**src/rtl/rdsaf_pkg.sv**
```systemverilog
package rdsaf_pkg;

	// alternative-frequency list geometry
	localparam int AF_SLOTS = 25;
	localparam int AF_CW    = $clog2(AF_SLOTS + 1);
	localparam int AF_AW    = (AF_SLOTS > 1) ? $clog2(AF_SLOTS) : 1;
	// width that holds both a slot index and the fill count
	localparam int AF_IXW   = (AF_CW > 5) ? AF_CW : 5;

	// af code points
	localparam logic [7:0] AF_SKIP_CODE = 8'd250;
	localparam logic [7:0] AF_CNT_LO    = 8'd225;
	localparam logic [7:0] AF_CNT_HI    = 8'd249;
	localparam logic [7:0] AF_CNT_BASE  = 8'd224;
	localparam logic [7:0] AF_FREQ_MAX  = 8'd204;

	// ps name fill character
	localparam logic [7:0] PS_SPACE = 8'h20;

	typedef enum logic [0:0] {
		CMD_GROUP = 1'b0,
		CMD_READ  = 1'b1
	} cmd_t;

	typedef enum logic [1:0] {
		AF_NONE,
		AF_COUNT,
		AF_FREQ
	} af_kind_t;

	typedef enum logic [2:0] {
		ST_IDLE,
		ST_EXEC,
		ST_CODE,
		ST_SEARCH,
		ST_RDWAIT,
		ST_DONE
	} back_state_t;

	// one classified transaction as it sits in the queue
	typedef struct packed {
		cmd_t       cmd;
		logic       ta;
		logic       ms;
		logic       di;
		logic [1:0] seg;
		logic [7:0] ch_hi;
		logic [7:0] ch_lo;
		logic       ok_hi;
		logic       ok_lo;
		af_kind_t   kind_hi;
		af_kind_t   kind_lo;
		logic [7:0] code_hi;
		logic [7:0] code_lo;
		logic [4:0] idx;
	} rdsaf_item_t;

endpackage

```
**src/rtl/rdsaf_front.sv**
```systemverilog
module rdsaf_front (
	input  logic                  clk,
	input  logic                  arst_n,
	input  logic                  in_valid,
	output logic                  in_stall,
	input  logic                  cmd,
	input  logic [15:0]           block_b,
	input  logic [15:0]           block_c,
	input  logic [15:0]           block_d,
	input  logic [4:0]            entry_index,
	output logic                  q_valid,
	output rdsaf_pkg::rdsaf_item_t q_item,
	input  logic                  q_pop
);
	import rdsaf_pkg::*;

	function automatic logic ps_char_ok(input logic [7:0] c);
		logic ok;
		ok = (c == PS_SPACE)
			|| (c >= 8'h30 && c <= 8'h39)
			|| (c >= 8'h41 && c <= 8'h5a)
			|| (c >= 8'h61 && c <= 8'h7a);
		return ok;
	endfunction

	function automatic af_kind_t af_kind(input logic [7:0] code);
		af_kind_t k;
		if (code >= AF_CNT_LO && code <= AF_CNT_HI) begin
			k = AF_COUNT;
		end else if (code != 8'd0 && code <= AF_FREQ_MAX) begin
			k = AF_FREQ;
		end else begin
			k = AF_NONE;
		end
		return k;
	endfunction

	rdsaf_item_t item_d;
	rdsaf_item_t slot_q [2];
	logic        wr_ptr_q;
	logic        rd_ptr_q;
	logic [1:0]  count_q;
	logic        push;
	logic        af_take;

	// classify the incoming transaction
	always_comb begin
		af_take        = !block_b[11] && (block_c[7:0] != AF_SKIP_CODE);
		item_d.cmd     = cmd_t'(cmd);
		item_d.ta      = block_b[4];
		item_d.ms      = block_b[3];
		item_d.di      = block_b[2];
		item_d.seg     = block_b[1:0];
		item_d.ch_hi   = block_d[15:8];
		item_d.ch_lo   = block_d[7:0];
		item_d.ok_hi   = ps_char_ok(block_d[15:8]);
		item_d.ok_lo   = ps_char_ok(block_d[7:0]);
		item_d.kind_hi = af_take ? af_kind(block_c[15:8]) : AF_NONE;
		item_d.kind_lo = af_take ? af_kind(block_c[7:0]) : AF_NONE;
		item_d.code_hi = block_c[15:8];
		item_d.code_lo = block_c[7:0];
		item_d.idx     = entry_index;
	end

	assign in_stall = (count_q == 2'd2);
	assign push     = in_valid && !in_stall;
	assign q_valid  = (count_q != 2'd0);
	assign q_item   = slot_q[rd_ptr_q];

	// queue storage
	always_ff @(posedge clk) begin
		if (push) begin
			slot_q[wr_ptr_q] <= item_d;
		end
	end

	// queue pointers and fill
	always_ff @(posedge clk or negedge arst_n) begin
		if (!arst_n) begin
			wr_ptr_q <= 1'b0;
			rd_ptr_q <= 1'b0;
			count_q  <= 2'd0;
		end else begin
			if (push) begin
				wr_ptr_q <= !wr_ptr_q;
			end
			if (q_pop) begin
				rd_ptr_q <= !rd_ptr_q;
			end
			case ({push, q_pop})
				2'b10:   count_q <= count_q + 2'd1;
				2'b01:   count_q <= count_q - 2'd1;
				default: count_q <= count_q;
			endcase
		end
	end

endmodule

```
**src/rtl/rdsaf_back.sv**
```systemverilog
module rdsaf_back (
	input  logic                  clk,
	input  logic                  arst_n,
	input  logic                  q_valid,
	input  rdsaf_pkg::rdsaf_item_t q_item,
	output logic                  q_pop,
	output logic                  out_valid,
	input  logic                  out_stall,
	output logic                  traffic_announcement,
	output logic                  music,
	output logic [3:0]            decoder_id_bits,
	output logic [1:0]            segment,
	output logic [3:0]            segments_seen,
	output logic [4:0]            af_announced,
	output logic [63:0]           ps_name,
	output logic [7:0]            af_value
);
	import rdsaf_pkg::*;

	back_state_t state_q, state_d;
	rdsaf_item_t cur_q;

	// architectural state
	logic [7:0]       ps_q [8];
	logic [7:0]       af_mem [AF_SLOTS];
	logic [AF_CW-1:0] fill_q;
	logic [4:0]       af_count_q;
	logic [3:0]       di_q;
	logic [3:0]       seen_q;
	logic             ta_q;
	logic             ms_q;
	logic [1:0]       seg_q;

	// sequencing
	logic             code_sel_q;
	logic [AF_CW-1:0] i_q;
	logic             rd_valid_s1;
	logic [7:0]       rd_data_s1;
	logic [7:0]       res_afv_q;
	logic             out_valid_q;

	logic             rd_en;
	logic [AF_AW-1:0] rd_addr;
	logic             load_out;
	logic             code_adv;
	logic             append;
	logic             issuing;
	logic             hit;
	logic [7:0]       code_cur;
	af_kind_t         kind_cur;
	logic [7:0]       cnt_diff;
	logic [1:0]       di_pos;
	logic             idx_in_list;

	assign code_cur    = code_sel_q ? cur_q.code_lo : cur_q.code_hi;
	assign kind_cur    = code_sel_q ? cur_q.kind_lo : cur_q.kind_hi;
	assign issuing     = (i_q < fill_q);
	assign hit         = rd_valid_s1 && (rd_data_s1 == code_cur);
	assign cnt_diff    = code_cur - AF_CNT_BASE;
	assign di_pos      = 2'd3 - cur_q.seg;
	assign idx_in_list = (AF_IXW'(cur_q.idx) < AF_IXW'(fill_q));

	// next state and strobes
	always_comb begin
		state_d  = state_q;
		q_pop    = 1'b0;
		rd_en    = 1'b0;
		rd_addr  = '0;
		load_out = 1'b0;
		code_adv = 1'b0;
		append   = 1'b0;
		case (state_q)
			ST_IDLE: begin
				if (q_valid) begin
					q_pop   = 1'b1;
					state_d = ST_EXEC;
				end
			end
			ST_EXEC: begin
				if (cur_q.cmd == CMD_READ) begin
					rd_en   = 1'b1;
					rd_addr = cur_q.idx[AF_AW-1:0];
					state_d = ST_RDWAIT;
				end else begin
					state_d = ST_CODE;
				end
			end
			ST_CODE: begin
				if (kind_cur == AF_FREQ) begin
					state_d = ST_SEARCH;
				end else begin
					code_adv = 1'b1;
					state_d  = code_sel_q ? ST_DONE : ST_CODE;
				end
			end
			ST_SEARCH: begin
				if (hit) begin
					code_adv = 1'b1;
					state_d  = code_sel_q ? ST_DONE : ST_CODE;
				end else if (issuing) begin
					rd_en   = 1'b1;
					rd_addr = i_q[AF_AW-1:0];
				end else begin
					append   = 1'b1;
					code_adv = 1'b1;
					state_d  = code_sel_q ? ST_DONE : ST_CODE;
				end
			end
			ST_RDWAIT: begin
				state_d = ST_DONE;
			end
			ST_DONE: begin
				if (!out_valid_q || !out_stall) begin
					load_out = 1'b1;
					state_d  = ST_IDLE;
				end
			end
			default: begin
				state_d = ST_IDLE;
			end
		endcase
	end

	always_ff @(posedge clk or negedge arst_n) begin
		if (!arst_n) begin
			state_q <= ST_IDLE;
		end else begin
			state_q <= state_d;
		end
	end

	// af list memory, one write and one registered read port
	always_ff @(posedge clk) begin
		if (append && (fill_q < AF_CW'(AF_SLOTS))) begin
			af_mem[fill_q[AF_AW-1:0]] <= code_cur;
		end
		if (rd_en) begin
			rd_data_s1 <= af_mem[rd_addr];
		end
	end

	// current transaction and read result
	always_ff @(posedge clk) begin
		if (q_pop) begin
			cur_q <= q_item;
		end
		if (state_q == ST_EXEC) begin
			res_afv_q <= 8'd0;
		end else if (state_q == ST_RDWAIT) begin
			res_afv_q <= idx_in_list ? rd_data_s1 : 8'd0;
		end
	end

	// group state, list fill and search control
	always_ff @(posedge clk or negedge arst_n) begin
		if (!arst_n) begin
			for (int k = 0; k < 8; k++) begin
				ps_q[k] <= PS_SPACE;
			end
			fill_q      <= '0;
			af_count_q  <= 5'd0;
			di_q        <= 4'd0;
			seen_q      <= 4'd0;
			ta_q        <= 1'b0;
			ms_q        <= 1'b0;
			seg_q       <= 2'd0;
			code_sel_q  <= 1'b0;
			i_q         <= '0;
			rd_valid_s1 <= 1'b0;
		end else begin
			rd_valid_s1 <= (state_q == ST_SEARCH) && rd_en;
			if (state_q == ST_EXEC && cur_q.cmd == CMD_GROUP) begin
				ta_q           <= cur_q.ta;
				ms_q           <= cur_q.ms;
				di_q[di_pos]   <= cur_q.di;
				seen_q[cur_q.seg] <= 1'b1;
				seg_q          <= cur_q.seg;
				code_sel_q     <= 1'b0;
				if (cur_q.ok_hi) begin
					ps_q[{cur_q.seg, 1'b0}] <= cur_q.ch_hi;
				end
				if (cur_q.ok_lo) begin
					ps_q[{cur_q.seg, 1'b1}] <= cur_q.ch_lo;
				end
			end
			// count code clears the list
			if (state_q == ST_CODE) begin
				i_q <= '0;
				if (kind_cur == AF_COUNT) begin
					af_count_q <= cnt_diff[4:0];
					fill_q     <= '0;
				end
			end
			if (state_q == ST_SEARCH && rd_en) begin
				i_q <= i_q + AF_CW'(1);
			end
			if (append && (fill_q < AF_CW'(AF_SLOTS))) begin
				fill_q <= fill_q + AF_CW'(1);
			end
			if (code_adv && !code_sel_q) begin
				code_sel_q <= 1'b1;
			end
		end
	end

	// result register
	always_ff @(posedge clk or negedge arst_n) begin
		if (!arst_n) begin
			out_valid_q <= 1'b0;
		end else if (load_out) begin
			out_valid_q <= 1'b1;
		end else if (!out_stall) begin
			out_valid_q <= 1'b0;
		end
	end

	always_ff @(posedge clk) begin
		if (load_out) begin
			traffic_announcement <= ta_q;
			music                <= ms_q;
			decoder_id_bits      <= di_q;
			segment              <= seg_q;
			segments_seen        <= seen_q;
			af_announced         <= af_count_q;
			af_value             <= res_afv_q;
			for (int k = 0; k < 8; k++) begin
				ps_name[63 - 8 * k -: 8] <= ps_q[k];
			end
		end
	end

	assign out_valid = out_valid_q;

endmodule

```
**src/rtl/rds_group0_ps_af_assembler_top.sv**
```systemverilog
// rds group 0 assembler: program service name and alternative-frequency list
//
// input channel (in_valid / in_stall): one transaction per rds group 0 or
// per list read. cmd 0 takes blocks b, c and d and updates flags, di bits,
// segment mask, ps characters and, for version a, the af list. cmd 1 reads
// af slot entry_index (0 past the list) and changes nothing.
// output channel (out_valid / out_stall): one result per transaction, in
// order, reporting the state after that transaction.
// the af search reads the list memory one slot per cycle over the filled
// slots (at most 25); codes that are not frequencies skip the search.
// the back end finishes one transaction before it takes the next.
// a two-entry queue takes new transactions while the back end works or a
// result waits; in_stall rises when that queue is full.
// when the receiver stalls, the result and its fields hold until taken.
// reset clears the flags, masks, count and list and fills the ps name with
// spaces; no clearing pass is needed.
module rds_group0_ps_af_assembler_top (
	input  logic        clk,
	input  logic        arst_n,
	input  logic        in_valid,
	output logic        in_stall,
	input  logic        cmd,
	input  logic [15:0] block_b,
	input  logic [15:0] block_c,
	input  logic [15:0] block_d,
	input  logic [4:0]  entry_index,
	output logic        out_valid,
	input  logic        out_stall,
	output logic        traffic_announcement,
	output logic        music,
	output logic [3:0]  decoder_id_bits,
	output logic [1:0]  segment,
	output logic [3:0]  segments_seen,
	output logic [4:0]  af_announced,
	output logic [63:0] ps_name,
	output logic [7:0]  af_value
);
	import rdsaf_pkg::*;

	rdsaf_item_t q_item;
	logic        q_valid;
	logic        q_pop;

	// front end: classify and queue
	rdsaf_front u_front (
		.clk         (clk),
		.arst_n      (arst_n),
		.in_valid    (in_valid),
		.in_stall    (in_stall),
		.cmd         (cmd),
		.block_b     (block_b),
		.block_c     (block_c),
		.block_d     (block_d),
		.entry_index (entry_index),
		.q_valid     (q_valid),
		.q_item      (q_item),
		.q_pop       (q_pop)
	);

	// back end: state update, af search and result register
	rdsaf_back u_back (
		.clk                  (clk),
		.arst_n               (arst_n),
		.q_valid              (q_valid),
		.q_item               (q_item),
		.q_pop                (q_pop),
		.out_valid            (out_valid),
		.out_stall            (out_stall),
		.traffic_announcement (traffic_announcement),
		.music                (music),
		.decoder_id_bits      (decoder_id_bits),
		.segment              (segment),
		.segments_seen        (segments_seen),
		.af_announced         (af_announced),
		.ps_name              (ps_name),
		.af_value             (af_value)
	);

endmodule

```
**config.mk**
```make
export PLATFORM = sky130hd
export DESIGN_NAME = rds_group0_ps_af_assembler_top
export DESIGN_NICKNAME = d
export VERILOG_FILES = /design/src/rtl/rdsaf_pkg.sv /design/src/rtl/rdsaf_front.sv /design/src/rtl/rdsaf_back.sv /design/src/rtl/rds_group0_ps_af_assembler_top.sv
export SDC_FILE = /design/constraint.sdc
export NUM_CORES = 1
export LEC_CHECK = 0
export BUFFER_PORTS_ARGS = -buffer_cell sky130_fd_sc_hd__buf_2
export CORE_ASPECT_RATIO = 0.75
export CORE_UTILIZATION = 45
export CTS_CLUSTER_SIZE = 24
export DETAILED_ROUTE_END_ITERATION = 10
export SLEW_MARGIN = 25
export SYNTH_ARGS = -nofsm -noshare
export SYNTH_HDL_FRONTEND = slang
export SYNTH_HIERARCHICAL = 1
export SYNTH_SLANG_ARGS = --single-unit
```
**constraint.sdc**
```tcl
create_clock -name clk -period 7 [get_ports clk]
set_clock_uncertainty 0.15 [all_clocks]
set_input_delay 1.4 -clock clk [delete_from_list [all_inputs] [get_ports clk]]
set_output_delay 1.4 -clock clk [all_outputs]
set_load 0.02 [all_outputs]
```
## After elaboration in Yosys (flattened, before gate mapping)

Memory sizes are Yosys's and may differ from the RTL's. A register that Yosys moved wholly into a read port is not among the register bits.
Index checks and enable logic that the tools add are counted.

| cells by class | value |
|---|---|
| reduce and logical (&&, ||, !) cells | 47 |
| equality and inequality tests | 18 |
| magnitude comparators | 29 |
| $add $sub $neg | 6 |
| bitwise gates (word level) | 4 |
| multiplexer cells | 63 |

Operators by type and width:

| operator | number |
|---|---|
| $mux 64 | 3 |
| $bwmux 64 | 2 |
| $demux 8 s3 | 2 |
| $mux 5 | 8 |
| $ge 8x7->1 const B | 4 |
| $le 8x7->1 const B | 4 |
| $le 8x8->1 const B | 4 |
| $mux 8 | 4 |
| $mux 1 | 22 |
| $logic_and 1x1->1 | 21 |
| $mux 3 | 7 |
| $pmux 3 s6 | 1 |
| $eq 8x6->1 const B | 2 |
| $ge 8x6->1 const B | 2 |
| $ge 8x8->1 const B | 2 |
| $le 8x6->1 const B | 2 |
| $reduce_bool 8->1 | 2 |
| $mux 2 | 7 |
| $reduce_bool 2->1 | 6 |
| $add 5x1->5 const B | 2 |
| $lt 5x5->1 | 2 |
| $pmux 5 s2 | 1 |
| $eq 8x8->1 | 1 |
| $ge 4x4->1 const B | 2 |
| other kinds (29) | 54 |

| word-level totals | value |
|---|---|
| output and inout bits | 91 |
| memories kept | 2 |
| input port bits | 58 |
| register bits after elaboration | 198 |
| memory bits (writable) | 298 |
| word-level logic and storage cells | 201 |

Memories:

| name | words | width | read ports | clocked after memory_dff | wr ports | line | text |
|---|---|---|---|---|---|---|---|
| u_back.af_mem | 25 | 8 | 1 | 1 | 1 | rdsaf_back.sv:25 | `logic [7:0] af_mem [AF_SLOTS];` |
| u_front.slot_q | 2 | 49 | 1 | 1 | 1 | rdsaf_front.sv:39 | `rdsaf_item_t slot_q [2];` |

## Logic depth before layout (Yosys ltp)

Gate-level depths: netlist (run 1).

| logic depth | value |
|---|---|
| word-level depth | 10 |
| mapped depth | 15 |
| gate-level depth less buffers | 12 |

## Modules after synthesis

Netlist (run 1), hierarchy kept.

Modules (own cells, without submodules):

| module | area an instance (µm²) | times used | cells an instance | sequential area each (µm²) |
|---|---|---|---|---|
| rdsaf_back | 17125.2 | 1 | 1093 | 12987.5 |
| rdsaf_front | 3975.1 | 1 | 214 | 3042.9 |

## Least setup slack after synthesis (run 1)

Ideal clock, no wire load.

| timing path | value |
|---|---|
| path type | flip-flop to flip-flop |
| start point | register u_back.state_q[1] |
| end point | register u_front.count_q[1] |
| stages on the path, launching flop included | 6 |
| setup time | 0.079 ns |
| path buffers | 1 |
| data required time | 6.771 ns |
| clock period less this slack | 7.310 ns |
| arrival | 7.080 ns |
| path slack | -0.310 ns |
| cells stage by stage | dfrtp_1 -> clkbuf_1 -> nor4b_1 -> ha_1 -> nor2_1 -> xor2_1 |

| on the way | value |
|---|---|
| cells in the longest elaborated chain, start to end | 4 |
| elaborated cells between the ends (all ways) | 6 |
| classes of those cells | eq/ne (2); mux (2); reduce/logical (2) |

Ends and longest elaborated chain:

| item | line | text |
|---|---|---|
| start: declaration | rdsaf_back.sv:20 | `back_state_t state_q, state_d;` |
| start signal: assignment | rdsaf_back.sv:128 | `state_q <= state_d;` |
| $logic_not 3->1 (*) | rdsaf_back.sv:72 | `case (state_q)` |
| $mux 1 (*) | rdsaf_back.sv:72 |  |
| net q_pop | rds_group0_ps_af_assembler_top.sv:42 | `logic q_pop;` |
| $eq 2x1->1 / $eq 2x2->1 (equally long branches) | rdsaf_front.sv:90 | `case ({push, q_pop})` |
| $pmux 2 s2 / $reduce_bool 2->1 (equally long branches) | n/a |  |
| end signal: assignment | rdsaf_front.sv:91 | `2'b10: count_q <= count_q + 2'd1;` |
| end signal: assignment | rdsaf_front.sv:92 | `2'b01: count_q <= count_q - 2'd1;` |
| end signal: assignment | rdsaf_front.sv:93 | `default: count_q <= count_q;` |
| end: declaration | rdsaf_front.sv:42 | `logic [1:0] count_q;` |

The timed path passes the listed nets; every way through them passes the cells marked *.
A chain may end at the register's enable or synchronous reset.

## Final worst setup path (run 1)

| timing path | value |
|---|---|
| start point | register u_back.code_sel_q |
| end point | register u_back.rd_data_s1[3] (read register of u_back.af_mem) (data pin) |

| on the way | value |
|---|---|
| cells in the longest elaborated chain, start to end | 5 |
| elaborated cells between the ends (all ways) | 7 |
| classes of those cells | eq/ne (1); mux (5); reduce/logical (1) |

Ends and longest elaborated chain:

| item | line | text |
|---|---|---|
| start: declaration | rdsaf_back.sv:35 | `logic code_sel_q;` |
| start signal: assignment | rdsaf_back.sv:167 | `code_sel_q <= 1'b0;` |
| start signal: assignment | rdsaf_back.sv:178 | `code_sel_q <= 1'b0;` |
| start signal: assignment | rdsaf_back.sv:201 | `code_sel_q <= 1'b1;` |
| $mux 8 (*) | rdsaf_back.sv:55 | `assign code_cur = code_sel_q ? cur_q.code_lo : cur_q.code_hi;` |
| net u_back.code_cur[5] | rdsaf_back.sv:49 | `logic [7:0] code_cur;` |
| $eq 8x8->1 (*) | rdsaf_back.sv:58 | `assign hit = rd_valid_s1 && (rd_data_s1 == code_cur);` |
| $logic_and 1x1->1 (*) | rdsaf_back.sv:58 |  |
| $mux 5 / $mux 1 (equally long branches) | rdsaf_back.sv:97 | `if (hit) begin` |
| $pmux 5 s2 / $pmux 1 s2 (equally long branches) | rdsaf_back.sv:72 |  |
| end: declaration | rdsaf_back.sv:38 | `logic [7:0] rd_data_s1;` |

Marks and branches as above.

==> results.toml, run 1 <==
[floorplan]
num_io_pins = 149
dieHeight_microns = 190
num_rows = 68
core_sq_um = 46100
die_w_microns = 252
dieArea_sq_um = 47800
start_util_pct = 45.8

[critical_path]
crit_arrival_ns = 5.65
critPathMaxFanout = 37
required_ns = 7.15
critPathMaxStageDelay_ns = 0.82
critPathKind = "reg -> reg"
path_cells = "mux2_2 > xor2_1 > or4_4 > o311ai_4 > inv_4 > a21boi_4 > buf_4 > buf_4 > a22oi_1 > o221ai_1 > nand4_1"
crit_top_cell = "buf_4"
crit_slowest_cell = "dfrtp_1"
crit_path_start_kind = "flip-flop"
cp-end-kind = "flip-flop"

[clock_tree]
cts_resized = 0
clock-sinks = 553
clock_latency_ns = 0.58
hold_buffers = 0
cts_setup_buffers = 0
cts_tree = "done"
cts_root_buffer = "clkbuf_16"
htree_levels = 2
cts_buffers = 52
clk_path_buf_depth = 3
clk_pin_slew_ns = 0.06

[cells_and_area]
final_cell_area_sq_um = 24200
nets = 1542
final_cells = 2144
num_antenna_cells = 0
synthToLayoutAreaGrowth_pct = 14.8
final_core_util_pct = 52.5
fillers = 3845
final_common_cell = "edfxtp_1"
final_cell_mix = "edfxtp_1 (444), nand2_1 (150), buf_2 (137), mux2_2 (122), dfrtp_1 (92)"
drive_gt1_share_pct = 25.0

[yosys]
synth_edf_count = 444
ys.flop_type = "edfxtp_1"
synth-async-reset-ratio_pct = 18.3
yosys_register_bits = 553
synth_warnings = 6
synth.distinct_cells = 64
syn_area_sq_um = 21100
synthCells = 1307
ys_seq_area_share_pct = 76.0
avgSynthCellArea_sq_um = 16.1
synth_fp_nets = 1379

[timing]
finalSetupViolations = 0
rsz0062_at_grt = "no"
period_share_pct = 78.5
fin_crit_ns = 5.49
holdWs_ns = 0.291
max_freq_ghz = 0.182
finalHoldViolCount = 0
relSlewSlack_pct = 38.0
tightest_slew_ns = 0.927
slew_viol_final = 0
tns_ns = 0

[flow_run]
maxCapViolCount = 0

[outcome]
status = "complete, no violations"

[global_routing]
grt_pass1_vias = 10900
grt_first_pass_wirelength_microns = 66300
grt_usage_pct = 18.3
grt.overflow.total = 0
antenna_found_initial = 0
grt_max_degree = 73

[routing]
vias = 11400
viasPerCell = 5.30
dr.pass1.iters = 5
drc = 0
initialDrtViolationCount = 799
antenna_left = 0
drt_wl_total_microns = 43800
wire_per_inst_microns = 20.4

[placement]
place_congestion = 0.858
dp.cells = 2045
detailed_place.area_sq_um = 22500
dp_hpwl_microns = 28100
port_buffers = 138

[power_and_ir_drop]
p_sw_mw = 3.07
p_int_mw = 7.08
irDropWorstVdd_uv = 209
p_seq_share_pct = 50.1
p_sw_share_pct = 30.3
p_comb_share_pct = 22.9
power_density_nw_per_um2 = 419
p_clk_share_pct = 27.0
power_leakage_nw = 8.76

[worst_hold_path]
hp-class = "reg -> reg"
-- path summary, 6_finish.rpt --
path / startpoint / end / slack [ns] / depth (start not counted)
min in group asynchronous: arst_n / u_back/ps_q[42] / 0.68 / 1
max in group asynchronous: arst_n / u_front/rd_ptr_q / 4.70 / 2
setup reg to reg: u_back/code_sel_q / u_back/rd_data_s1[3] / 1.51 / 11
setup / recovery: u_back/code_sel_q / u_back/rd_data_s1[3] / 1.51 / 11
hold / removal: u_back/ps_q[18] / u_back/ps_name[18] / 0.29 / 0
hold reg to reg: u_back/ps_q[18] / u_back/ps_name[18] / 0.29 / 0
-- sequential cells by signal, indices dropped and copies added (netlist names), 3 cells and up --
| signal | flops |
|---|---|
| u_back/cur_q | 49 |
| u_back/segments_seen | 4 |
| u_back/state_q | 3 |
| u_back/res_afv_q | 8 |
| u_back/ps_name | 64 |
| u_back/rd_data_s1 | 8 |
| u_back/ps_q | 64 |
| u_back/af_value | 8 |
| u_back/af_count_q | 5 |
| u_back/di_q | 4 |
| u_back/i_q | 5 |
| u_back/af_announced | 5 |
| u_back/decoder_id_bits | 4 |
| u_front/slot_q | 98 |
| u_back/seen_q | 4 |
| u_back/af_mem | 200 |
| u_back/fill_q | 5 |
-- cells in the mapped netlist, types with 14 or more instances --
cell type	n	area, sq um
buf_2	14	70.1
mux2i_1	55	551
nor2_1	74	278
clkbuf_1	22	82.6
dfrtp_1	93	2330
mux2_2	122	1370
o21ai_0	28	140
a21oi_1	36	180
inv_1	23	86.3
nand3_1	32	160
nand2_1	150	563
edfxtp_1	444	13300
ha_1	14	175
-- power groups by stage --
| stage | logic [mW] | registers, mW | clock network (mW) |
|---|---|---|---|
| after detailed placement | 2.32 | 5.16 | 0 |
| final | 2.32 | 5.09 | 2.74 |
| after global placement | 2.27 | 5.13 | 0 |
| after floorplan | 1.43 | 5.22 | 0 |
| after CTS | 2.33 | 5.10 | 2.80 |
| after global routing | 2.52 | 5.17 | 2.93 |
-- cell families (layout without fill, tap and decap cells) --
| logic type | after synthesis | after routing | synth area share, % |
|---|---|---|---|
| AOI/OAI and AO/OA | 157 | 157 | 5.16 |
| DFF | 553 | 553 | 76.0 |
| xor gates and xnor gates | 15 | 15 | 0.623 |
| and+or+nand+nor | 321 | 321 | 6.72 |
| buffers and inverters | 69 | 276 | 1.50 |
| adders and majority gates | 14 | 14 | 0.830 |
| muxes | 178 | 178 | 9.19 |
-- final cells by class --
type,instances,area (sq um),area share [%]
clock inverters,17,169,0.697
multi-input cells,685,4810,19.8
well taps,630,788,3.25
repair buffers,153,826,3.41
inverters,25,96.3,0.398
flip-flops and latches,553,16000,66.2
clock buffers,81,1510,6.23
-- metrics by stage --
stage	power (mW)	worst slack, ns
final	10.2	1.51
after floorplan	6.65	0.561
after detailed placement	7.47	1.59
after global routing	10.6	1.30
after CTS	10.2	1.57
after global placement	7.40	1.60
-- metal layers --
metal	vias to the layer above	wire length, microns	GRT usage, %	part of all wire [%]
met4	0	571	4.08	1.3
met5	-	0	0	0
li1	5286	-	-	-
met3	47	2480	3.63	5.7
met1	5772	21400	28.8	49
met2	268	19300	26.2	44
-- critical path: cells and delay by family (launching register included) --
family / cells / cell delay [ns]
mux: 1 / 0.64
xor+xnor: 1 / 0.23
buf+inv: 3 / 0.95
simple gates: 2 / 0.77
compound gates: 4 / 1.61
flops: 1 / 0.82
Power figures use the tool's default switching activity.
==> run 2, diff against run 1 <==
- clock period: 7 -> 5 ns (I/O delays scaled with it)
==> results.toml, run 2 (synthesis gave the netlist of run 1 again) <==
[outcome]
status = "complete, no violations"

[clock_tree]
hold_buffers = 0
cts_tree = "done"
htree_levels = 2
clk_path_buf_depth = 3
cts_root_buffer = "clkbuf_16"
clk_pin_slew_ns = 0.06
clock_latency_ns = 0.61
cts_resized = 0
clock-sinks = 553
cts_buffers = 52
cts_setup_buffers = 0

[power_and_ir_drop]
power_leakage_nw = 8.87
irDropWorstVdd_uv = 332
power_density_nw_per_um2 = 583
power_mw = 14.2

[timing]
finalHoldViolCount = 0
tns_ns = 0
rsz0062_at_grt = "no"
fin_crit_ns = 4.50
tightest_slew_ns = 1.02
finalSetupViolations = 0
max_freq_ghz = 0.222
slew_viol_final = 0
fin_ws_ns = 0.497
holdWs_ns = 0.189
period_share_pct = 90.1
relSlewSlack_pct = 31.6

[worst_hold_path]
hp-class = "in -> async"

[global_routing]
grt_pass1_vias = 11400
antenna_found_initial = 0
grt_max_degree = 67
grt.overflow.total = 0
grt_usage_pct = 18.8
grt_first_pass_wirelength_microns = 67900

[placement]
dp_hpwl_microns = 29000
dp.cells = 2070
detailed_place.area_sq_um = 22700
pre_cts_ws_ns = 0.463
port_buffers = 138
place_congestion = 0.831

[critical_path]
critPathMaxFanout = 66
critPathMaxStageDelay_ns = 0.62
reg2reg_slack_ns = 0.50
path_cells = "mux2_2 > xor2_1 > or3_1 > o311ai_4 > inv_4 > a21boi_4 > buf_12 > a211oi_1 > a221oi_1 > nand3_1"
required_ns = 5.17
crit_arrival_ns = 4.67
crit_path_start_kind = "flip-flop"
crit_slowest_cell = "dfrtp_1"
critPathKind = "reg -> reg"
cp-end-kind = "flip-flop"

[cells_and_area]
synthToLayoutAreaGrowth_pct = 15.3
final_cell_area_sq_um = 24300
fillers = 3865
largest_register_ffs = 200
final_common_cell = "edfxtp_1"
drive_gt1_share_pct = 26.1
final_cells = 2168
nets = 1566
final_core_util_pct = 52.8
final_cell_mix = "edfxtp_1 (444), nand2_1 (150), buf_2 (137), mux2_2 (122), dfrtp_1 (92)"
num_antenna_cells = 0

[floorplan]
start_util_pct = 45.8
die_w_microns = 252
dieHeight_microns = 190
core_sq_um = 46100
dieArea_sq_um = 47800
num_io_pins = 149
num_rows = 68

[flow_run]
maxCapViolCount = 0

[routing]
initialDrtViolationCount = 853
vias = 11600
met1_length_microns = 22200
highest_layer = "met4"
dr.pass1.iters = 5
antenna_left = 0
drt_wl_total_microns = 44400
wl_met3_microns = 2090
drc = 0
wire_per_inst_microns = 20.5
met2_length_microns = 19400
viasPerCell = 5.33
-- run 2: cell type report --
type	instances	area, sq um	area share, %
timing repair buffer	177	998	4.10
sequential	553	16000	65.9
clock inverter	27	176	0.725
inverter	25	96.3	0.396
tap	630	788	3.24
clock buffer	71	1430	5.89
multi-input combinational	685	4810	19.8
-- run 2: power breakdown --
part,leakage [nW],switching (mW),internal (mW)
Sequential,5.40,0.518,6.60
Clock,0.793,1.67,2.06
Combinational,2.68,2.19,1.16
Total,8.87,4.37,9.82
-- run 2: path summary, 6_finish.rpt --
path	start	endpoint	cells after the start
setup / recovery	u_back/code_sel_q	u_back/rd_data_s1[2]	10
max in group asynchronous	arst_n	u_back/ps_q[49]	2
hold / removal	arst_n	u_back/ps_q[42]	1
hold reg to reg	u_back/ps_q[63]	u_back/ps_name[63]	0
setup reg to reg	u_back/code_sel_q	u_back/rd_data_s1[2]	10
min in group clk	u_back/ps_q[63]	u_back/ps_name[63]	0
-- run 2: routing by layer --
metal / vias to the layer above / GRT usage [%]
met1: 5933 / 29.6
met3: 54 / 3.27
met5: - / 0
met4: 0 / 4.41
met2: 240 / 27.0
li1: 5328 / -
-- run 2: critical path, delay by kind of cell (launching register included) --
family	cells	cell delay, ns
compound gates	4	1.46
xor+xnor	1	0.21
buf+inv	2	0.45
flops	1	0.62
mux	1	0.60
simple gates	2	0.69
